==> config.mk <==
export PLATFORM = sky130hd
export DESIGN_NAME = srt_merge
export DESIGN_NICKNAME = d
export VERILOG_FILES = /design/src/hw/rtl/srt_pkg.sv /design/src/hw/rtl/srt_merge.sv
export SDC_FILE = /design/constraint.sdc
export NUM_CORES = 1
export LEC_CHECK = 0
export ABC_AREA = 1
export BUFFER_PORTS_ARGS = -buffer_cell sky130_fd_sc_hd__buf_2
export CAP_MARGIN = 0
export CORE_MARGIN = 4
export CORE_UTILIZATION = 55
export CTS_CLUSTER_DIAMETER = 120
export CTS_CLUSTER_SIZE = 30
export DETAILED_ROUTE_END_ITERATION = 10
export PLACE_DENSITY_LB_ADDON = 0.05
export SLEW_MARGIN = 20
export SYNTH_ARGS = -nofsm -noshare
export SYNTH_HDL_FRONTEND = slang
export SYNTH_SLANG_ARGS = --single-unit
export TNS_END_PERCENT = 20
==> constraint.sdc <==
create_clock -name clock -period 5.5 [get_ports clock]
set_input_delay 0.275 -clock clock [delete_from_list [all_inputs] [get_ports clock]]
set_output_delay 0.275 -clock clock [all_outputs]
set_load 0.01 [all_outputs]
==> src/hw/rtl/srt_pkg.sv <==
package srt_pkg;

   // Default coordinate width and trig fraction width
   localparam int DEF_COORD_BITS     = 32;
   localparam int DEF_TRIG_FRAC_BITS = 14;

   // Four lane stages plus the merge/output stage
   localparam int NUM_STAGES   = 5;
   localparam int REG_IDX_BITS = 3;

   // Configuration register indexes
   typedef enum logic [REG_IDX_BITS-1:0] {
      REG_COS_TILT = 3'd0,
      REG_SIN_TILT = 3'd1,
      REG_COS_TURN = 3'd2,
      REG_SIN_TURN = 3'd3,
      REG_SHIFT_X  = 3'd4,
      REG_SHIFT_Y  = 3'd5,
      REG_SHIFT_Z  = 3'd6
   } reg_index_type;

   // Per-stage advance enables handed from the pipeline control to the datapath
   typedef struct packed {
      logic [NUM_STAGES-1:0] adv;
   } pipe_ctl_type;

endpackage

==> src/hw/rtl/srt_merge.sv <==
module srt_merge import srt_pkg::*; #(
   parameter int COORD_BITS = DEF_COORD_BITS,
   localparam int C = COORD_BITS
) (
   input  logic                 clock,
   input  pipe_ctl_type         ctl,
   input  logic signed [C-1:0]  shift_x,
   input  logic signed [C-1:0]  shift_y,
   input  logic signed [C-1:0]  shift_z,
   input  logic signed [C+3:0]  s_x2,
   input  logic signed [C+3:0]  s_y2,
   input  logic signed [C+2:0]  s_z1,
   input  logic signed [C+3:0]  e_x2,
   input  logic signed [C+3:0]  e_y2,
   input  logic signed [C+2:0]  e_z1,
   input  logic                 fin,
   output logic signed [C-1:0]  new_start_x,
   output logic signed [C-1:0]  new_start_y,
   output logic signed [C-1:0]  new_start_z,
   output logic signed [C-1:0]  new_end_x,
   output logic signed [C-1:0]  new_end_y,
   output logic signed [C-1:0]  new_end_z,
   output logic                 final_out,
   output logic                 saturated
);

   localparam int W = C + 5;
   localparam logic [C-1:0] MAX_VAL = {1'b0, {(C-1){1'b1}}};
   localparam logic [C-1:0] MIN_VAL = {1'b1, {(C-1){1'b0}}};

   // Add the offsets at full width
   logic signed [W-1:0] sum_w [6];
   logic [C-1:0]        clip_w [6];
   logic [5:0]          ovf;

   assign sum_w[0] = W'(s_x2) + W'(shift_x);
   assign sum_w[1] = W'(s_y2) + W'(shift_y);
   assign sum_w[2] = W'(s_z1) + W'(shift_z);
   assign sum_w[3] = W'(e_x2) + W'(shift_x);
   assign sum_w[4] = W'(e_y2) + W'(shift_y);
   assign sum_w[5] = W'(e_z1) + W'(shift_z);

   // Clip each coordinate to the signed output range
   for (genvar k = 0; k < 6; k++) begin : g_clip
      assign ovf[k]    = (|sum_w[k][W-1:C-1]) & ~(&sum_w[k][W-1:C-1]);
      assign clip_w[k] = ovf[k] ? (sum_w[k][W-1] ? MIN_VAL : MAX_VAL) : sum_w[k][C-1:0];
   end

   // Output register: load whenever the previous transaction is gone
   logic signed [C-1:0] sx_ff, sy_ff, sz_ff, ex_ff, ey_ff, ez_ff;
   logic                fin_ff, sat_ff;

   always_ff @(posedge clock) begin
      if (ctl.adv[NUM_STAGES-1]) begin
         sx_ff  <= clip_w[0];
         sy_ff  <= clip_w[1];
         sz_ff  <= clip_w[2];
         ex_ff  <= clip_w[3];
         ey_ff  <= clip_w[4];
         ez_ff  <= clip_w[5];
         fin_ff <= fin;
         sat_ff <= |ovf;
      end
   end

   assign new_start_x = sx_ff;
   assign new_start_y = sy_ff;
   assign new_start_z = sz_ff;
   assign new_end_x   = ex_ff;
   assign new_end_y   = ey_ff;
   assign new_end_z   = ez_ff;
   assign final_out   = fin_ff;
   assign saturated   = sat_ff;

endmodule

# After elaboration in Yosys (flattened, before gate mapping)
# Cells that the tools add are included.
# classes
n_reduce_logical,13
muxes,12
n_addsub,6
n_bitwise,12
# op_table
operator,n
$mux 32,12
$add 36x32->37,4
$add 35x32->36,2
$reduce_or 6->1,7
$reduce_and 6->1,6
$and 1x1->1,6
$not 1->1,6
# word_totals
in_bits,317
out_inout_bits,194
ff_bits,194

# Depth between registers and ports, before layout
# logic_depth
word_depth,5
mapped_depth,22
mapped_depth_nobuf,22

# Worst setup path after synthesis
# OpenSTA, ideal clock, no wires.
# synth_path
path_type,input port to flip-flop
startpoint,in shift_z[0]
endpoint,"reg ez_ff[25] (netlist: new_end_z[25]), data pin"
required_time_ns,5.228
t_arrival_ns,2.184
setup_time_ns,0.272
path_stages,17
path_buffers,1
path_slack_ns,3.044
cell_sequence,ha_1 > fa_1 > nand2_1 > nand2_1 > nand3_1 > nand2_1 > nand2_1 > nand2_2 > nand2_1 > nand2_1 > nand2_1 > nand2_1 > nor2_1 > nand3_1 > nand2_1 > buf_1 > o21ai_0
# synth_lines
element,line_no,text
from (decl),srt_merge.sv:9,"input logic signed [C-1:0] shift_z,"
to (signal assigned),srt_merge.sv:60,ez_ff <= clip_w[5];
to (decl),srt_merge.sv:50,"logic signed [C-1:0] sx_ff, sy_ff, sz_ff, ex_ff, ey_ff, ez_ff;"

==> key figures <==
Routing
  • DRT iter0 DRCs: about 1800
  • Via/cell ratio: 5.519
  • Detailed-route via count: 23760
  • Average wire per standard cell: 17.93 µm
  • Antenna Violating Nets Remaining: 0
  • DRC viols: 0
  • DRT Pass-1 Iters: 8
  • Drt total wl: 77190 µm

GRT
  • Largest net degree at the start of global routing: 120
  • Vias in the first global route: approximately 23000
  • Total GRT Usage: between 30% and 40%
  • Gr ovfl total: 0
  • Initial antenna violation count: 18
  • First-pass GRT wire length: 117700 µm

Cells and area
  • Area grow syn2layout: 16.33%
  • Fin nets: 4301
  • Number of fill cells: 3629
  • Layout cells sized above 1: 16.20%
  • Cell Count, Final, Fillers Out: 4305
  • Design area: 25210 µm²
  • Layout Utilization: 64.93%

Synth
  • Compound-gate portion of the synthesized area: 11.13%
  • FFs w/ async S/R, synth: 0%
  • Mux cell area share after synthesis: 0%
  • Top cells by area, synth: edfxtp_1, nand2_1, ha_1, inv_1, a21oi_1
  • Xor-xnor portion of the synthesized cell area: 6.824%
  • Number of enable flip-flop cells after synthesis: 194
  • Synthesized instance count: 3269
  • Syn_nets: 3806
  • Adder-Cell Fraction of Synth Area: 12.91%
  • Post-synth top area cell: edfxtp_1
  • Largest family of logic cells by synthesized area: simple AND/OR/NAND/NOR gates
  • Ys flop type: edfxtp_1
  • #FFs+latches synth: approximately 190
  • Mapped Area: 21670 µm²
  • Post-synthesis sequential area ratio: between 20% and 30%
  • Top cell type's share of synthesized area: 26.88%
  • Simple-gate portion of the synthesized area: between 30% and 40%
  • Avg Inst Size Synth: between 6 and 7 µm²
  • YS warnings: 0
  • Synth unique cells: between 40 and 50

Critical path
  • CP Capture Type: flip-flop
  • Max incr delay on CP: 600 ps
  • CP max stage cell: nand2_1
  • WP data required: between 5000 and 6000 ps
  • Worst Path Arrival: 3300 ps
  • Setup CP Type: in -> reg
  • Crit path cell chain: buf_2 -> ha_1 -> fa_1 -> nand2_1 -> nand2_1 -> nand3_1 -> nand2_1 -> nand2_1 -> nand2_2 -> nand2_1 -> nand2_1 -> nand2_1 -> nand2_1 -> nor2_1 -> nand3_1 -> nand2_1 -> buf_4 -> o21ai_0
  • Peak fanout along the critical path: 23
  • Setup crit start kind: input pin
  • Most frequent CP cell: nand2_1

Placement
  • Hpwl dp: 65160 µm
  • PortBufs: 506
  • Inst Count DP: around 4300
  • RePlAce Congestion: roughly 1
  • Dpl cell area: about 25000 µm²
  • Place WS: 1992 ps

Clocking
  • Num CTS Buffers: 17
  • Hold buffer count at cts: 1
  • Post-CTS sizing: 0
  • Longest Clk Path Bufs: 2
  • Clock Root Buffer: clkbuf_16
  • H-tree depth: 4
  • CTS tree: yes
  • Post-CTS setup buffers: 0
  • Clock Pin Slew Worst Setup and Hold Paths: ~70 ps
  • Clk sink count: 194

STA
  • Unrepaired setup endpoints after global routing: no
  • Rel. slew slack: 43.24%
  • Final period utilization: 56.41%
  • Fin worst setup slack: 2397 ps
  • Slew @ Worst Pin: 849.3 ps
  • Tmin final: 3103 ps
  • Hold_ws: roughly 200 ps
  • Setup TNS: 0 ps
  • Fmax: 0.3223 GHz
  • Hold Vio Cnt, Final: 0
  • Final setup violation count: 0
  • Slew Viols, Final: 0

Die
  • Site row count: 72
  • Initial core utilization: approximately 56%
  • Placeable Area: between 30000 and 40000 µm²
  • Die height: 206.5 µm
  • IO Pins: 511
  • Die area: 42640 µm²
  • Die width: 206.5 µm

Worst hold path
  • Hold Path Class: in -> reg
  • Hold endpoint: new_start_y[0]$_DFFE_PP_
  • Min-delay src: s_y2[0]
  • Hold Path Stages: 4

Run
  • Max Cap Violations: 0

Pwr
  • Worst IR Drop VDD: 0.0002180 V
  • PwrDens: around 240 nW/µm²
  • Pwr Total: 6.027 mW
  • Leakage power: between 10 and 15 nW

Run status
  • Status: complete, no violations
==> power breakdown <==
group / total (mW) / internal, mW / switching (mW)
Combinational: 2.72 / 0.945 / 1.78
Clock: 1.24 / 0.593 / 0.643
Sequential: 2.07 / 1.98 / 0.0850
==> layout by cell type, fill, tap and decap left out, types with 13 or more instances in the layout <==
| cell | Yosys | final |
|---|---|---|
| a21oi_1 | 219 | 219 |
| a31oi_1 | 26 | 26 |
| buf_2 | 12 | 505 |
| clkbuf_16 | 0 | 17 |
| edfxtp_1 | 194 | 194 |
| ha_1 | 214 | 214 |
| inv_1 | 379 | 379 |
| nand2_1 | 1257 | 1257 |
| nand2_2 | 25 | 25 |
| nand3_1 | 152 | 152 |
| nand3_2 | 15 | 15 |
| nand4_1 | 13 | 13 |
| nor2_1 | 283 | 283 |
| nor2_2 | 13 | 13 |
| nor3_1 | 25 | 25 |
| o21ai_0 | 88 | 88 |
| o21ai_1 | 40 | 40 |
| o21bai_1 | 43 | 43 |
| xnor2_1 | 77 | 77 |
| xor2_1 | 90 | 90 |
==> synth_stat cells, types with 4 or more instances <==
library cell,n
nand2_1,1257
inv_1,379
nor2_1,283
a21oi_1,219
ha_1,214
edfxtp_1,194
nand3_1,152
xor2_1,90
o21ai_0,88
xnor2_1,77
o21bai_1,43
o21ai_1,40
a31oi_1,26
nand2_2,25
nor3_1,25
nand3_2,15
buf_6,14
nand4_1,13
nor2_2,13
buf_2,12
and2_1,11
and3_1,10
nor4_1,8
a21o_1,7
a21boi_0,6
fa_1,6
buf_4,5
inv_2,4
nand3b_1,4
==> state kept, by name, indices dropped and copies added (netlist names) <==
signal	count
final_out	1
new_end_x	32
new_end_y	32
new_end_z	32
new_start_x	32
new_start_y	32
new_start_z	32
saturated	1
==> cell families after synthesis <==
logic type | Yosys count
and+or+nand+nor | 1828
xor gates and xnor gates | 168
DFF | 194
buffers and inverters | 419
adders and majority gates | 220
AOI/OAI and AO/OA | 440
==> per-layer routing <==
layer,track usage [%],up-vias,wire [µm]
met1,44.78,10700,30580
met3,7.563,200,8101
li1,-,11650,-
met5,0,-,99
met2,56.97,1191,34760
met4,15.97,18,3645
==> worst max-delay path by stage <==
stage / startpoint / endpoint / cells past startpoint
CTS: shift_y[0] / saturated$_DFFE_PP_ / 22
floorplan: shift_z[0] / new_end_z[25]$_DFFE_PP_ / 17
detailed placement: shift_y[0] / saturated$_DFFE_PP_ / 22
global route: shift_y[0] / saturated$_DFFE_PP_ / 22
global placement: shift_z[0] / saturated$_DFFE_PP_ / 19
finish: shift_z[0] / new_end_z[26]$_DFFE_PP_ / 18
==> worst max-delay path: cells and delay by family <==
family	cells	cell delay, ps
buf+inv	2	420
simple gates	13	1760
compound gates	1	120
fa+ha+maj	2	720
==> layout make-up <==
class                           count  area, µm²  share of cell area (%)
Antenna cell                       10      25.02                 0.09926
Clock buffer                       18      429.2                   1.702
Clock inverter                     14      117.6                  0.4665
Inverter                          385       1445                   5.732
Multi-Input combinational cell   2656      14130                   56.06
Sequential cell                   194       5826                   23.11
Tap cell                          518      648.1                   2.571
Timing Repair Buffer              510       2586                   10.26
Power figures use the tool's default switching activity.
